--- src/sv/pag_pkg.sv ---
`timescale 1ns / 1ps
package pag_pkg;

   localparam int MAX_POINTS = 256;
   localparam int ADDR_W     = $clog2(MAX_POINTS);
   localparam int COUNT_W    = $clog2(MAX_POINTS + 1);

   localparam int COORD_W    = 32;
   localparam int ENTRY_W    = 3 * COORD_W;
   localparam int ALEN_W     = 20;
   localparam int AHW_W      = 18;
   localparam int CSR_W      = 20;
   localparam int L2_W       = 2 * ALEN_W;
   localparam int DIFF_W     = COORD_W + 1;
   localparam int MAG_W      = COORD_W;
   localparam int HALF_W     = MAG_W / 2;
   localparam int PROD_W     = 2 * HALF_W;
   localparam int SQ_W       = 66;
   localparam int ROOT_W     = 33;
   localparam int REM_W      = 36;
   localparam int NUM_W      = ALEN_W + MAG_W;
   localparam int TERM_W     = NUM_W + 1;
   localparam int SUM_W      = 56;

   localparam int FIFO_DEPTH = 4;
   localparam int FPTR_W     = $clog2(FIFO_DEPTH);
   localparam int FCNT_W     = $clog2(FIFO_DEPTH + 1);

   // register indexes on the csr port
   localparam logic CSR_ARROW_LENGTH     = 1'b0;
   localparam logic CSR_ARROW_HALF_WIDTH = 1'b1;

   typedef struct packed {
      logic signed [COORD_W-1:0] x;
      logic signed [COORD_W-1:0] y;
      logic signed [COORD_W-1:0] z;
      logic [ADDR_W-1:0]         end_pos;
      logic [ADDR_W-1:0]         earlier;
   } job_type;

   typedef struct packed {
      logic signed [COORD_W-1:0] x;
      logic signed [COORD_W-1:0] y;
      logic signed [COORD_W-1:0] z;
      logic                      found;
      logic                      last;
   } rsp_type;

   typedef enum logic [3:0] {
      ST_IDLE, ST_ADDR, ST_DATA, ST_SQ, ST_CMP, ST_SQRT,
      ST_MUL, ST_DIV, ST_EMIT0, ST_EMIT1, ST_EMIT2, ST_MISS
   } back_state_type;

   function automatic logic signed [COORD_W-1:0] sat32(input logic signed [SUM_W-1:0] v);
      logic signed [SUM_W-1:0] hi_lim;
      logic signed [SUM_W-1:0] lo_lim;
      hi_lim = $signed({{(SUM_W-COORD_W){1'b0}}, 1'b0, {(COORD_W-1){1'b1}}});
      lo_lim = $signed({{(SUM_W-COORD_W){1'b1}}, 1'b1, {(COORD_W-1){1'b0}}});
      if (v > hi_lim) begin
         return hi_lim[COORD_W-1:0];
      end else if (v < lo_lim) begin
         return lo_lim[COORD_W-1:0];
      end
      return v[COORD_W-1:0];
   endfunction

endpackage

--- src/sv/pag_front.sv ---
`timescale 1ns / 1ps
module pag_front (
   input  logic                             clock,
   input  logic                             reset,
   input  logic                             req_push,
   output logic                             req_full,
   input  logic signed [pag_pkg::COORD_W-1:0] req_pt_x,
   input  logic signed [pag_pkg::COORD_W-1:0] req_pt_y,
   input  logic signed [pag_pkg::COORD_W-1:0] req_pt_z,
   input  logic                             req_end_of_line,
   input  logic                             back_busy,
   input  logic                             job_take,
   output logic                             job_valid,
   output pag_pkg::job_type                 job,
   output logic                             ram_we,
   output logic [pag_pkg::ADDR_W-1:0]       ram_waddr,
   output logic [pag_pkg::ENTRY_W-1:0]      ram_wdata
);
   import pag_pkg::*;

   logic [ADDR_W-1:0]  wp_ff, wp_in;
   logic [COUNT_W-1:0] count_ff, count_in;
   logic               job_valid_ff, job_valid_in;
   job_type            job_ff, job_in;
   logic               accept;
   logic [ADDR_W-1:0]  wp_next;
   logic [ADDR_W-1:0]  earlier_now;

   assign req_full = job_valid_ff | back_busy;
   assign accept   = req_push & ~req_full;

   assign wp_next     = (wp_ff == ADDR_W'(MAX_POINTS - 1)) ? '0 : wp_ff + 1'b1;
   // points before the end one, capped at one less than the ring size
   assign earlier_now = (count_ff < COUNT_W'(MAX_POINTS)) ? count_ff[ADDR_W-1:0]
                                                          : ADDR_W'(MAX_POINTS - 1);

   always_comb begin
      wp_in        = wp_ff;
      count_in     = count_ff;
      job_valid_in = job_valid_ff & ~job_take;
      job_in       = job_ff;
      if (accept) begin
         if (req_end_of_line) begin
            wp_in          = '0;
            count_in       = '0;
            job_valid_in   = 1'b1;
            job_in.x       = req_pt_x;
            job_in.y       = req_pt_y;
            job_in.z       = req_pt_z;
            job_in.end_pos = wp_ff;
            job_in.earlier = earlier_now;
         end else begin
            wp_in = wp_next;
            if (count_ff < COUNT_W'(MAX_POINTS)) begin
               count_in = count_ff + 1'b1;
            end
         end
      end
   end

   always_ff @(posedge clock) begin
      if (reset) begin
         wp_ff        <= '0;
         count_ff     <= '0;
         job_valid_ff <= 1'b0;
      end else begin
         wp_ff        <= wp_in;
         count_ff     <= count_in;
         job_valid_ff <= job_valid_in;
      end
      job_ff <= job_in;
   end

   assign job_valid = job_valid_ff;
   assign job       = job_ff;
   assign ram_we    = accept;
   assign ram_waddr = wp_ff;
   assign ram_wdata = {req_pt_x, req_pt_y, req_pt_z};
endmodule

--- config.mk ---
export PLATFORM = sky130hd
export DESIGN_NAME = pag_front
export DESIGN_NICKNAME = d
export VERILOG_FILES = /design/src/sv/pag_pkg.sv /design/src/sv/pag_front.sv
export SDC_FILE = /design/constraint.sdc
export NUM_CORES = 1
export LEC_CHECK = 0
export ABC_CLOCK_PERIOD_IN_PS = 11900
export BUFFER_PORTS_ARGS = -buffer_cell sky130_fd_sc_hd__clkbuf_2
export CORE_AREA = 2 2 126 128
export DETAILED_ROUTE_END_ITERATION = 12
export DIE_AREA = 0 0 128 130
export RECOVER_POWER = 100
export SYNTH_ARGS = -nofsm -noshare
export SYNTH_HDL_FRONTEND = slang
export SYNTH_SLANG_ARGS = --single-unit
--- constraint.sdc ---
create_clock -name clock -period 11.9 [get_ports clock]
set_clock_uncertainty 0.15 [all_clocks]
set_input_delay 0 -clock clock [delete_from_list [all_inputs] [get_ports clock]]
set_output_delay 0 -clock clock [all_outputs]
set_load 0.02 [all_outputs]
Yosys cells after proc, flatten, opt, wreduce, memory -nomap -nowiden:

Index checks and enable logic that the tools add are counted.

* bits in registers: 130
* bits of input ports: 102
* output and inout port bits: 219

* $add $sub $neg: 2
* $lt $le $gt $ge: 1
* eq/ne operators: 1
* mux-type cells: 6
* bitwise gates (word level): 5
* reductions and logical operators: 3

Operators with widths (number)
* $mux 9: 2
* $mux 8: 2
* $add 9x1->9 const B: 1
* $lt 9x9->1 const B: 1
* $add 8x1->8 const B: 1
* $eq 8x8->1 const B: 1
* $reduce_and 2->1: 2
* $and 1x1->1: 2
* $mux 1: 2
* $not 1->1: 2
* $reduce_bool 2->1: 1
* $or 1x1->1: 1

Logic depth before layout (Yosys ltp):

* depth after elaboration: 4
* mapped depth: 6
* mapped depth without buffers: 5

Worst setup path after synthesis:

No wires, ideal clock.

* path kind: flip-flop to flip-flop
* start: register job_valid_ff, in the netlist job_valid
* end: register wp_ff[3], in the netlist ram_waddr[3]
* library setup time: 0.144 ns
* data arrival time: 4.127 ns
* data required time: 11.606 ns
* setup slack: 7.479 ns
* stages on the path, launching flop included: 7
* path buffers: 1
* period minus slack after synthesis: 4.421 ns
* cell sequence: dfxtp_1 -> or3b_4 -> inv_1 -> and2_1 -> or2_2 -> buf_2 -> a311oi_1

* cells in the longest elaborated chain, start to end: 3

Ends and longest elaborated chain
* from (decl): line pag_front.sv:23 `logic job_valid_ff, job_valid_in;`
* from (signal assigned): line pag_front.sv:69 `job_valid_ff <= job_valid_in;`
* $or 1x1->1: line pag_front.sv:29 `assign req_full = job_valid_ff | back_busy;`
* $not 1->1: line pag_front.sv:30 `assign accept = req_push & ~req_full;`
* $and 1x1->1: line pag_front.sv:30
* to (signal assigned): line pag_front.sv:67 `wp_ff <= wp_in;`
* to (decl): line pag_front.sv:21 `logic [ADDR_W-1:0] wp_ff, wp_in;`

Every way passes these cells.
A chain may end at the register's enable or synchronous reset.

Worst setup path in the final report:

* start: register job_valid_ff, in the netlist job_valid
* end: register job_ff (netlist bit job[4]) (enable)

* cells in the longest elaborated chain, start to end: 4

Ends and longest elaborated chain
* $or 1x1->1: line pag_front.sv:29
* $not 1->1: line pag_front.sv:30
* $and 1x1->1: line pag_front.sv:30
* $reduce_and 2->1 (no line)
* to (signal assigned): line pag_front.sv:71 `job_ff <= job_in;`
* to (decl): line pag_front.sv:24 `job_type job_ff, job_in;`

Every way passes these cells.

==> metrics.md <==
| Metric | Value |
|---|---|
| Async SR Flop Fraction | 0% |
| RSZ-0062 raised after global routing | false |
| Internal | 876.2 uW |
| Worst path buffer plus inverter count | 2 |
| CTS Root Buffer Type | clkbuf_16 |
| Placed Instances | 737 |
| Avg Inst Size Synth | 15.46 um2 |
| Core area | 15420 um2 |
| Routed length per instance | 15.92 um |
| First-pass DRT Iterations | 6 |
| Dpl ws | 8.776 ns |
| CP Class | flop to flop |
| Pleak | 0.002520 uW |
| Row Count | 46 |
| Arr. time, crit path | 6.52 ns |
| Worst rel slew slack | -123.5% |
| Synth area leaders | edfxtp_1 67%, buf_4 14%, dfxtp_1 7.1% |
| # H-tree levels | 4 |
| Via count | 3794 |
| Min cycle time layout | 6.731 ns |
| Crit path capture type | flop |
| First-pass GRT wire length | 18.90 mm |
| Worst Setup Slack, final | 5.169 ns |
| Outcome | finished with violations |
| M1 wire length | 5.375 mm |
| Fmax | 148.6 MHz |
| Metal3 WL | 886 um |
| Area Growth Syn to Fin | 46.23% |
| Max Slew Vio Count | 117 |
| Mapped Cells | 326 |
| CP Cell Sequence | or3b_1, inv_1, and2_0, clkbuf_1 |
| Pwr dens | 153.7 nW/um2 |
| Final Hold Vio Count | 0 |
| Net switching power | 256.3 uW |
| Clock network power share | 44.5% |
| Synthesized area | 5040 um2 |
| Max Used Layer | met4 |
| Req. time, crit path | 11.69 ns |
| Antenna violations before repair | 0 |
| CTS sink cnt | 130 |
| DP HPWL | 9.663 mm |
| Iteration-0 DRC Markers | 231 |
| Starting Density | 32.67% |
| Tcrit/Tclk final | 56.56% |
| Fin cells | 873 |
| Failing checks | capacitance limit, slew limit |
| Die Ht | 130 um |
| Worst-path fanout max | 66 |
| Pin count of the biggest net entering global routing | 67 |
| Worst Max-Slew Pin Slew | 3.352 ns |
| Cell variety after synth | 37 |
| Inserted Diodes | 0 |
| Worst setup SP type | flop |
| Commonest register cell after synthesis | edfxtp_1 |
| Top cell type's share of synthesized area | 66.73% |
| VDD IR max | 0.08728 mV |
| Slowest stage delay, CP | 2.48 ns |
| CTS tree | yes |
| Final WL | 13.90 mm |
| Share of post-route cells with drive strength above 1 | 8.664% |
| Clock tree buffer depth | 2 |
| Post-synth top cells | 112 x edfxtp_1, 96 x buf_4, 18 x dfxtp_1 |
| Die Area | 16640 um2 |
| Global Route Usage Sum | 15.27% |
| Clk_lat worst skew | 0.41 ns |
| Reg area | 3724 um2 |
| Min-Delay Path Class | input pin to flop |
| Reg power frac | 45.3% |
| Crit-path leading delay family | buffers and inverters |
| Final #Nets | 772 |
| IO buf count | 320 |
| Max-Cap Viols | 2 |
| Net Sw Frac | 22.63% |
| Horiz. Die Dim | 128 um |
| Num CTS Buffers | 17 |
| Setup TNS | 0 ns |
| Met2 WL | 7.345 mm |
| Power share of the combinational group | 10.2% |
| Grt total ovfl | 0 |
| #FFs+latches synth | 130 |
| Area occupied by multi-input gates | 541.8 um2 |
| FILL cells | 1526 |
| Post-synth top area cell | edfxtp_1 |
| Final ANT Viol Nets | 0 |
| Reg clk slew, reported paths | 0.06 ns |
| Seq/Total Area, Yosys | 73.88% |
| Hold slack | 0.1774 ns |
| GP Congestion | 0.8250 |
| Most frequent cell after synthesis | edfxtp_1 |
| Vias per cell | 4.346 |
| I/O pin cnt | 321 |
| DRC viols | 0 |
| Syn_nets | 430 |
| Final Util | 47.78% |
| Vias in the first global route | 3554 |
| Number of synthesized flops with an enable pin | 112 |
| Final setup fails | 0 |
| Yosys warning count | 0 |
| Slowest-stage cell, CP | clkbuf_1 |
area by class of cell:
| class | instances | share of cell area (%) |
|---|---|---|
| flip-flops and latches | 130 | 50.53 |
| clock inverters | 13 | 1.935 |
| repair buffers | 425 | 30.80 |
| well taps | 192 | 3.260 |
| multi-input cells | 89 | 7.351 |
| clock buffers | 19 | 5.874 |
| inverters | 5 | 0.2547 |
stage by stage:
step	area [um2]	power, uW
floorplan	5040	593.5
global placement	6138	619.4
finish	7370	1133
CTS	7755	1153
detailed placement	6138	620.9
global route	7370	1172
metal layers:
layer | track usage (%) | vias up
met4 | 7.111 | 0
met1 | 17.29 | 1828
met2 | 27.15 | 181
met3 | 3.977 | 21
met5 | 0 | -
li1 | - | 1764
kinds of logic after synthesis:
kind of cell	share of synthesized area [%]
buf+inv	15.32
fa+ha+maj	0.4964
compound gates	2.483
mux	0.1986
xor+xnor	1.043
simple gates	6.579
flops	73.88
state kept, by name, indices dropped and copies added (netlist names):
register / cells
count_ff: 9
job: 112
job_valid: 1
ram_waddr: 8
what timing repair did:
item | CTS | global route
resized for setup | 0 | 0
hold endpoints to repair | 107 | 0
hold buffers | 104 | 0
buffers inserted | 0 | 0
power groups by stage:
stage / clock (uW) / sequential (uW) / combinational (uW)
after floorplan: 0 / 536 / 57.4
after global placement: 0 / 521 / 98.4
after detailed placement: 0 / 521 / 99.5
after CTS: 515 / 512 / 126
after global routing: 536 / 514 / 123
final: 504 / 513 / 115
worst paths after layout:
kind	from	to	slack, ns	depth (start not counted)
worst max-delay path	job_valid	job[4]	5.17	4
worst min-delay path	req_pt_y[6]	job[54]	0.18	2
worst max register to register	job_valid	job[4]	5.17	4
worst min register to register	ram_waddr[6]	job[14]	0.37	0
cells in the final DEF (no fill, tap or decap), types with 2 or more instances in the layout:
| cell type | n |
|---|---|
| dfxtp_1 | 18 |
| nand3_1 | 4 |
| or4_1 | 2 |
| nor2_2 | 2 |
| xor2_1 | 2 |
| or2_2 | 10 |
| clkinv_1 | 4 |
| nor4_1 | 2 |
| nand4_1 | 4 |
| edfxtp_1 | 112 |
| clkbuf_16 | 17 |
| inv_1 | 5 |
| nor2_1 | 12 |
| nor4b_1 | 2 |
| clkbuf_2 | 19 |
| ha_1 | 2 |
| xnor2_1 | 4 |
| nand2_1 | 7 |
| a21o_1 | 2 |
| clkinv_2 | 3 |
| clkinvlp_4 | 3 |
| clkbuf_1 | 304 |
| o21ai_0 | 5 |
| a21oi_1 | 9 |
| bufinv_16 | 3 |
| dlygate4sd3_1 | 104 |
| nor3_1 | 4 |
| nand3b_1 | 2 |
Note: power is estimated with default switching activity, not from simulation.
