File: src/sv/pag_pkg.sv
`timescale 1ns / 1ps
package pag_pkg;

   localparam int MAX_POINTS = 256;
   localparam int ADDR_W     = $clog2(MAX_POINTS);
   localparam int COUNT_W    = $clog2(MAX_POINTS + 1);

   localparam int COORD_W    = 32;
   localparam int ENTRY_W    = 3 * COORD_W;
   localparam int ALEN_W     = 20;
   localparam int AHW_W      = 18;
   localparam int CSR_W      = 20;
   localparam int L2_W       = 2 * ALEN_W;
   localparam int DIFF_W     = COORD_W + 1;
   localparam int MAG_W      = COORD_W;
   localparam int HALF_W     = MAG_W / 2;
   localparam int PROD_W     = 2 * HALF_W;
   localparam int SQ_W       = 66;
   localparam int ROOT_W     = 33;
   localparam int REM_W      = 36;
   localparam int NUM_W      = ALEN_W + MAG_W;
   localparam int TERM_W     = NUM_W + 1;
   localparam int SUM_W      = 56;

   localparam int FIFO_DEPTH = 4;
   localparam int FPTR_W     = $clog2(FIFO_DEPTH);
   localparam int FCNT_W     = $clog2(FIFO_DEPTH + 1);

   // register indexes on the csr port
   localparam logic CSR_ARROW_LENGTH     = 1'b0;
   localparam logic CSR_ARROW_HALF_WIDTH = 1'b1;

   typedef struct packed {
      logic signed [COORD_W-1:0] x;
      logic signed [COORD_W-1:0] y;
      logic signed [COORD_W-1:0] z;
      logic [ADDR_W-1:0]         end_pos;
      logic [ADDR_W-1:0]         earlier;
   } job_type;

   typedef struct packed {
      logic signed [COORD_W-1:0] x;
      logic signed [COORD_W-1:0] y;
      logic signed [COORD_W-1:0] z;
      logic                      found;
      logic                      last;
   } rsp_type;

   typedef enum logic [3:0] {
      ST_IDLE, ST_ADDR, ST_DATA, ST_SQ, ST_CMP, ST_SQRT,
      ST_MUL, ST_DIV, ST_EMIT0, ST_EMIT1, ST_EMIT2, ST_MISS
   } back_state_type;

   function automatic logic signed [COORD_W-1:0] sat32(input logic signed [SUM_W-1:0] v);
      logic signed [SUM_W-1:0] hi_lim;
      logic signed [SUM_W-1:0] lo_lim;
      hi_lim = $signed({{(SUM_W-COORD_W){1'b0}}, 1'b0, {(COORD_W-1){1'b1}}});
      lo_lim = $signed({{(SUM_W-COORD_W){1'b1}}, 1'b1, {(COORD_W-1){1'b0}}});
      if (v > hi_lim) begin
         return hi_lim[COORD_W-1:0];
      end else if (v < lo_lim) begin
         return lo_lim[COORD_W-1:0];
      end
      return v[COORD_W-1:0];
   endfunction

endpackage

File: src/sv/pag_rsp_fifo.sv
`timescale 1ns / 1ps
module pag_rsp_fifo (
   input  logic             clock,
   input  logic             reset,
   input  logic             push,
   input  pag_pkg::rsp_type push_data,
   output logic             full,
   input  logic             pop,
   output logic             empty,
   output pag_pkg::rsp_type head
);
   import pag_pkg::*;

   rsp_type             mem_ff [FIFO_DEPTH];
   logic [FPTR_W-1:0]   wr_ff, wr_in, rd_ff, rd_in;
   logic [FCNT_W-1:0]   cnt_ff, cnt_in;
   logic                do_push, do_pop;

   assign full    = (cnt_ff == FCNT_W'(FIFO_DEPTH));
   assign empty   = (cnt_ff == '0);
   assign do_push = push & ~full;
   assign do_pop  = pop & ~empty;

   always_comb begin
      wr_in  = do_push ? wr_ff + 1'b1 : wr_ff;
      rd_in  = do_pop ? rd_ff + 1'b1 : rd_ff;
      cnt_in = cnt_ff + FCNT_W'(do_push) - FCNT_W'(do_pop);
   end

   always_ff @(posedge clock) begin
      if (reset) begin
         wr_ff  <= '0;
         rd_ff  <= '0;
         cnt_ff <= '0;
      end else begin
         wr_ff  <= wr_in;
         rd_ff  <= rd_in;
         cnt_ff <= cnt_in;
      end
      if (do_push) begin
         mem_ff[wr_ff] <= push_data;
      end
   end

   assign head = mem_ff[rd_ff];
endmodule

File: config.mk
export PLATFORM = sky130hd
export DESIGN_NAME = pag_rsp_fifo
export DESIGN_NICKNAME = d
export VERILOG_FILES = /design/src/sv/pag_pkg.sv /design/src/sv/pag_rsp_fifo.sv
export SDC_FILE = /design/constraint.sdc
export NUM_CORES = 1
export LEC_CHECK = 0
export CAP_MARGIN = 20
export CORE_MARGIN = 2
export CORE_UTILIZATION = 60
export CTS_CLUSTER_DIAMETER = 40
export DETAILED_ROUTE_END_ITERATION = 8
export DONT_BUFFER_PORTS = 1
export PLACE_DENSITY = 0.88
export SETUP_SLACK_MARGIN = 0.15
export SYNTH_ARGS = -nofsm -noshare
export SYNTH_HDL_FRONTEND = slang
export SYNTH_SLANG_ARGS = --single-unit
File: constraint.sdc
create_clock -name clock -period 10.8 [get_ports clock]
set_input_delay 2.7 -clock clock [delete_from_list [all_inputs] [get_ports clock]]
set_output_delay 2.7 -clock clock [all_outputs]
set_load 0.01 [all_outputs]
# Word-level counts from Yosys, hierarchy flattened
# Memories as Yosys holds them, arrays and structs flattened. A register that Yosys moved wholly into a read port is not among the register bits.
# Cells that the tools add are included.
# word_totals
mem_bits_ro	0
ff_bits	7
in_bits	102
latchBits	0
wordCells	18
out_inout_bits	100
mem_count	1
ramBits	392
# op_classes
shifts	0
div_mod_pow	0
mux	4
n_bitwise	4
addsub	4
n_mul	0
n_lt_le_gt_ge	0
n_eq_ne	1
reduce_logical	1
# memory_table
name	words	width	rd	rd_clocked_by_memory_dff	write_ports	line_no	text
mem_ff	4	98	1	1	1	pag_rsp_fifo.sv:14	rsp_type mem_ff [FIFO_DEPTH];
# op_table
operator	count
2-bit by 1-bit adder with 2-bit output (second input constant)	2
2-bit 2-to-1 mux	2
3-bit by 1-bit adder with 3-bit output	1
3-bit equality test (second input constant)	1
3-bit zero test	1
3-bit by 1-bit subtractor with 3-bit output	1
1-bit bitwise AND	2
1-bit 2-to-1 mux	2
1-bit NOT	2

# Depth between registers and ports, before layout
# Gate-level depths: netlist of the first run.
# depth
word_depth	5
mapped_depth	10
mapped_depth_nobuf	10

# Worst setup path before layout of the first run
# OpenSTA, ideal clock, no wires.
# synth_timing
kind	input to register
startpoint	input port push
endpoint	memory mem_ff[0][0] (netlist bit), enable pin
n_path_buf	0
required_ps	10332
stages	3
arrival_time_ps	5296
setup_time_ps	468
path_slack_ps	5036
cell_sequence	inv_1 -> nor2_1 -> and2_1
# synth_between
elab_chain_cells	3
# synth_lines
item	line_no	text
from (decl)	pag_rsp_fifo.sv:5	input logic push,
1-bit bitwise AND	pag_rsp_fifo.sv:21	assign do_push = push & ~full;
1-bit 2-to-1 mux	pag_rsp_fifo.sv:40	if (do_push) begin
1-bit 2-to-1 mux (implied by the code)	pag_rsp_fifo.sv:41	mem_ff[wr_ff] <= push_data;
to (decl)	pag_rsp_fifo.sv:14	
# Every way passes these cells.

==> flow_summary_export.csv, run 1 <==
group,metric,value,unit
status,status,"finished, final reports clean",
synthesis,synthCells,563,
power_and_ir_drop,peakVddDrop,0.1545,mV
route,wl_per_cell,28.95,um
grt,grt_pass1_vias,6439,
floorplanning,die_area,25570,um2
route,antenna_left,0,
synthesis,synth_warnings,0,
place,io_buffers,0,
worst_setup_path,max_stage_delay,900,ps
final_layout,multi_input_area,2470,um2
worst_setup_path,path_buf_inv,2,
route,wl,27.59,mm
synthesis,ys_top_cells_by_area,"edfxtp_1, mux4_2, dfxtp_1, ha_1, buf_2",
clock_tree,clock_latency,530,ps
clock_tree,clockBufferDepth,3,
floorplanning,ios,202,
timing,fin_worst_skew,16.37,ps
clock_tree,cts_setup_buffers,0,
timing,hold-worst-slack,481.0,ps
flow_run,max_cap_viol_count,0,
grt,grt.overflow.total,0,
timing,max-slew-margin-rel,39.07,%
final_layout,seq_area,11960,um2
timing,worst_slew_pin_slew,913.9,ps
route,dr.pass1.iters,5,
place,dp_hpwl,16.22,mm
timing,slew_viol_final,0,
worst_setup_path,worstPathMaxFanout,44,
synthesis,yosys.area.top_type,"edfxtp_1",
worst_setup_path,arrival,2890,ps
clock_tree,cts_buffers,45,
timing,finalCritPeriodShare,51.77,%
clock_tree,cts_max_level,2,
synthesis,ys_ff_latch,401,
synthesis,netlist.area_leader.share,80.72,%
floorplanning,std_cell_rows,57,
final_layout,fin_nets,703,
grt,grtUsageTotal,22.26,%
grt,grt_max_degree,60,
synthesis,seq_area_frac_synth,81.96,%
route,dr.first_iter.drc_count,580,
clock_tree,holdBufCountCts,0,
timing,max_freq,178.9,MHz
timing,grt_setup_unrepaired,"false",
place,place_congestion,0.7720,
synthesis,syn_nets,672,
hold_path,hold_path.class,"reg2reg",
route,num_vias,5993,
worst_setup_path,startpoint_type,"register",
timing,min_period,5591,ps
worst_setup_path,critPathRequiredTime,8100,ps
clock_tree,cts_root_buf,"clkbuf_16",
worst_setup_path,crit_type,"reg2out",
power_and_ir_drop,p_per_area,259.4,nW/um2
timing,fin_tns_setup,0,ps
worst_setup_path,path_cells,"buf_4 -> buf_16 -> mux4_2",
worst_setup_path,endpoint_kind,"primary output",
clock_tree,cts_resized,0,
floorplanning,core,24110,um2
synthesis,syn_area,14580,um2
power_and_ir_drop,p_leak,5.211,nW
floorplanning,start_util,60.50,%
clock_tree,cts_tree,"built",
final_layout,syn_to_final_growth,14.17,%
timing,finalHoldViolations,0,
floorplanning,fp.dieH,159.9,um
grt,grt_antenna_before_repair,0,
floorplanning,die_w,159.9,um
clock_tree,clock_sinks,401,
timing,finalSetupViolCount,0,
final_layout,antenna_cells,0,
clock_tree,clk_pin_slew,60,ps
final_layout,nFillCells,1451,
route,post_drt_via_cell_ratio,6.289,
worst_setup_path,cp_top_family,"flip-flops",
synthesis,syn_avg_cell_area,25.90,um2
final_layout,drive_above_1_share,30.05,%
route,post-route-drc-count,0,
worst_setup_path,slowest_stage,"dfxtp_4",
synthesis,synth_cell_types,24,
grt,grt_first_pass_wirelength,41.70,mm
-- worst register-to-register path: stages, from the launching register on --
cell and delay, ps:
dfxtp_1 420, nor3b_1 170, nor2_1 360, and2_4 630, buf_4 810
-- flip-flops by register name (all words and copies together) (netlist names), named ones only --
signal and count:
rd_ff 2, mem_ff 392, wr_ff 2, cnt_ff 3
-- logic make-up (layout without fill, tap and decap cells) --
family	count (synthesis)	count (layout)	share of synthesized area (%)
simple gates	17	17	0.6434
fa+ha+maj	7	7	0.6521
buf+inv	31	97	1.175
xor+xnor	3	3	0.1802
mux	99	99	15.20
compound gates	5	5	0.1888
flops	401	401	81.96
-- metal layers --
metal / part of all wire (%) / vias to the layer above / GRT usage [%]
li1: - / 2466 / -
met5: 0 / - / 0
met3: 9.7 / 48 / 8.208
met1: 36 / 3200 / 27.86
met4: 2.2 / 0 / 6.306
met2: 52 / 279 / 37.25
-- where the power goes --
part / leakage [nW] / switching, W / total (W) / internal (W)
Clock: 0.841 / 0.000604 / 0.00171 / 0.00111
Combinational: 0.704 / 0.000345 / 0.000640 / 0.000295
Sequential: 3.67 / 0.0000964 / 0.00197 / 0.00187
Total: 5.21 / 0.00105 / 0.00432 / 0.00327
-- layout make-up --
| class | count | area share [%] |
|---|---|---|
| clock buffer | 53 | 7.320 |
| tap | 324 | 2.435 |
| timing repair buffer | 7 | 0.4359 |
| sequential | 401 | 71.83 |
| multi-input combinational | 131 | 14.84 |
| clock inverter | 29 | 2.961 |
| inverter | 8 | 0.1804 |
-- layout by cell type (no fill, tap or decap), types with 3 or more instances in the layout --
cell type	Yosys	final
and2_4	0	4
buf_4	0	6
bufinv_16	0	12
clkbuf_1	8	4
clkbuf_16	0	47
clkinv_2	0	6
dfxtp_1	9	7
edfxtp_1	392	392
ha_1	6	6
inv_1	8	8
inv_6	0	6
inv_8	0	3
mux4_2	98	98
nor2_1	4	4
-- final timing paths --
check        startpoint            end  slack (ps)  cells after the start
max            register       head[45]        5210                      3
min reg2reg    rd_ff[1]       register         480                      2
min            rd_ff[1]       register         480                      2
max reg2reg   cnt_ff[1]  mem_ff[1][59]        7970                      4
-- cell usage after synthesis --
library cell    n
mux4_2         98
buf_6           1
nor3b_1         1
clkbuf_1        8
buf_8           3
o31ai_1         1
nor2b_1         2
mux2i_1         1
and2_1          4
a21oi_1         2
xnor2_1         2
nor2_1          4
edfxtp_1      392
or3_1           2
fa_1            1
o21ai_0         2
dfxtp_1         9
nand2_1         1
inv_1           8
xor2_1          1
buf_2          11
ha_1            6
nand2b_1        2
nor3_1          1
-- through the flow --
step	power, W	util [%]	setup WS (ps)	cell area, um2	instances
after floorplan	0.002517	-	5036	14580	563
after global placement	0.002609	61.85	5453	14910	870
after detailed placement	0.002638	61.85	5388	14910	870
after CTS	0.004357	68.95	4793	16620	952
after global routing	0.004453	69.06	4948	16650	953
final	0.004319	69.06	5209	16650	953
No activity file was read; power rests on OpenSTA's default activity.
==> run 2, diff against run 1 <==
- ABC_AREA: unset -> 1
- clock period: 10.8 -> 5.85 ns (I/O delays scaled with it)
==> run 2 against run 1 <==
Net effect:
- sequential share of layout area rose by 0.37 points
- global-route usage increased by 0.45 points
- cell area is 0.52% lower
- clock skew shrank 2.6 ps
- routed wire length rose by 9.9%
- final cell count increased by 43%
- die area is 2.8% higher
- critical endpoint is now head[92]
- setup slack worse by 3700 ps
- hold slack improved by 6.4 ps
- critical path type unchanged
- sequential power is 83% higher
==> flow_summary_export.csv, run 2 <==
group,metric,value,unit
final_layout,syn_to_final_growth,10.43,%
synthesis,ys_ff_latch,401,
clock_tree,cts_tree,"built",
synthesis,syn_avg_cell_area,14.75,um2
grt,grtUsageTotal,22.72,%
route,dr.pass1.iters,5,
power_and_ir_drop,p_leak,5.409,nW
worst_setup_path,crit_type,"reg2out",
synthesis,synth_ff_type,"edfxtp_1",
synthesis,seq_area_frac_synth,79.69,%
timing,fin_worst_skew,13.74,ps
floorplanning,die_w,162.1,um
synthesis,syn_area,15000,um2
clock_tree,cts_buffers,42,
route,post-route-drc-count,0,
place,dp_hpwl,16.53,mm
timing,worst_slack,1461,ps
clock_tree,holdBufCountCts,0,
hold_path,hold_path.class,"reg2reg",
worst_setup_path,startpoint_type,"register",
synthesis,synth_edf_count,392,
clock_tree,cts_resized,0,
place,pre_cts_ws,1838,ps
worst_setup_path,endpoint_kind,"primary output",
route,wl_per_cell,22.18,um
final_layout,largest_reg_flops,392,
place,io_buffers,0,
timing,min_period,4389,ps
timing,worst_slew_pin_slew,1093,ps
route,num_vias,8360,
synthesis,synth_most_common_cell,"edfxtp_1",
clock_tree,cts_setup_buffers,0,
synthesis,synth_warnings,0,
floorplanning,fp.dieH,162.1,um
final_layout,nFillCells,1569,
final_layout,utilization,67.71,%
flow_run,max_cap_viol_count,0,
floorplanning,ios,202,
synthesis,yosys.area.top_type,"edfxtp_1",
timing,grt_setup_unrepaired,"false",
timing,finalHoldViolations,0,
final_layout,fin_nets,1121,
final_layout,final_cells,1367,
timing,max-slew-margin-rel,27.16,%
grt,grt_max_degree,162,
floorplanning,start_util,61.31,%
clock_tree,cts_max_level,2,
floorplanning,std_cell_rows,57,
route,antenna_left,0,
final_layout,top_regs,"mem_ff x392, cnt_ff x3",
synthesis,synth_cell_types,20,
synthesis,ys_top_cells_by_area,"edfxtp_1, nor2_1, o21ai_0, o22ai_1, o21ai_1",
final_layout,top_register,"mem_ff",
final_layout,layout_common_cells,"edfxtp_1, nor2_1, o21ai_0",
synthesis,netlist.area_leader.share,78.49,%
floorplanning,core,24460,um2
worst_setup_path,worstPathMaxFanout,90,
route,post_drt_via_cell_ratio,6.116,
floorplanning,die_area,26280,um2
synthesis,synthCells,1017,
timing,hold-worst-slack,487.5,ps
place,place_area,15140,um2
clock_tree,cts_root_buf,"clkbuf_16",
clock_tree,clock_latency,520,ps
clock_tree,clockBufferDepth,3,
grt,grt_first_pass_wirelength,45.67,mm
final_layout,fin_area,16560,um2
timing,finalCritPeriodShare,75.02,%
timing,max_freq,227.9,MHz
worst_setup_path,critPathRequiredTime,4390,ps
grt,grt_pass1_vias,8302,
final_layout,final_common_cell,"edfxtp_1",
place,place_congestion,0.7770,
synthesis,async_flop_share,0,%
final_layout,antenna_cells,0,
grt,grt_antenna_before_repair,0,
timing,finalSetupViolCount,0,
synthesis,syn_nets,1126,
final_layout,drive_above_1_share,7.862,%
synthesis,synth_common_cells,"edfxtp_1, nor2_1, o21ai_0",
grt,grt.overflow.total,0,
timing,slew_viol_final,0,
power_and_ir_drop,peakVddDrop,0.3199,mV
route,dr.first_iter.drc_count,932,
clock_tree,clk_pin_slew,50,ps
route,wl,30.31,mm
clock_tree,clock_sinks,401,
worst_setup_path,arrival,2930,ps
status,status,"finished, final reports clean",
power_and_ir_drop,p_per_area,454.0,nW/um2
place,place_inst,1290,
[run 2: critical path: stages, from the launching register on]
cell     delay, ps
dfxtp_4        550
inv_6          470
buf_16         400
buf_4          430
o21ai_0        180
o22ai_1        330
[run 2: stage by stage]
stage / power (W) / TNS [ps]
6_report: 0.007519 / 0
5_1_grt: 0.007815 / 0
4_1_cts: 0.007538 / 0
3_5_place_dp: 0.004982 / 0
3_3_place_gp: 0.004921 / 0
2_1_floorplan: 0.004723 / -143580
[run 2: final cells by class]
cell class | count | area (um2) | area share [%]
Clock inverter | 21 | 206.4 | 1.247
Timing Repair Buffer | 15 | 152.6 | 0.9217
Tap cell | 324 | 405.4 | 2.448
Sequential cell | 401 | 11960 | 72.21
Clock buffer | 54 | 1160 | 7.003
Inverter | 20 | 81.33 | 0.4910
Multi-Input combinational cell | 532 | 2597 | 15.68
[run 2: kinds of logic after synthesis]
kind of cell	count (synthesis)	share of synthesized area [%]
adders and majority gates	7	0.6340
AOI/OAI and AO/OA	299	10.80
and+or+nand+nor	226	5.690
DFF	401	79.69
buffers and inverters	84	3.195
[run 2: final timing paths]
check / start / to / slack, ps / depth (start not counted)
hold reg to reg: rd_ff[0] / rd_ff[0] / 490 / 2
setup / recovery: register / head[92] / 1460 / 5
setup reg to reg: cnt_ff[1] / mem_ff[1][63] / 3080 / 5
hold / removal: rd_ff[0] / rd_ff[0] / 490 / 2
[run 2: metal layers]
layer	track usage [%]	up-vias	share of wire, %
met5	0	-	0
met2	37.50	399	49
met3	7.865	50	11
met1	28.90	4108	39
met4	6.597	0	1.5
li1	-	3803	-
[run 2: power breakdown]
part	total (W)	internal, W	switching, W
combinational	0.00133	0.000314	0.00102
clock	0.00257	0.00154	0.00103
sequential	0.00361	0.00350	0.000113
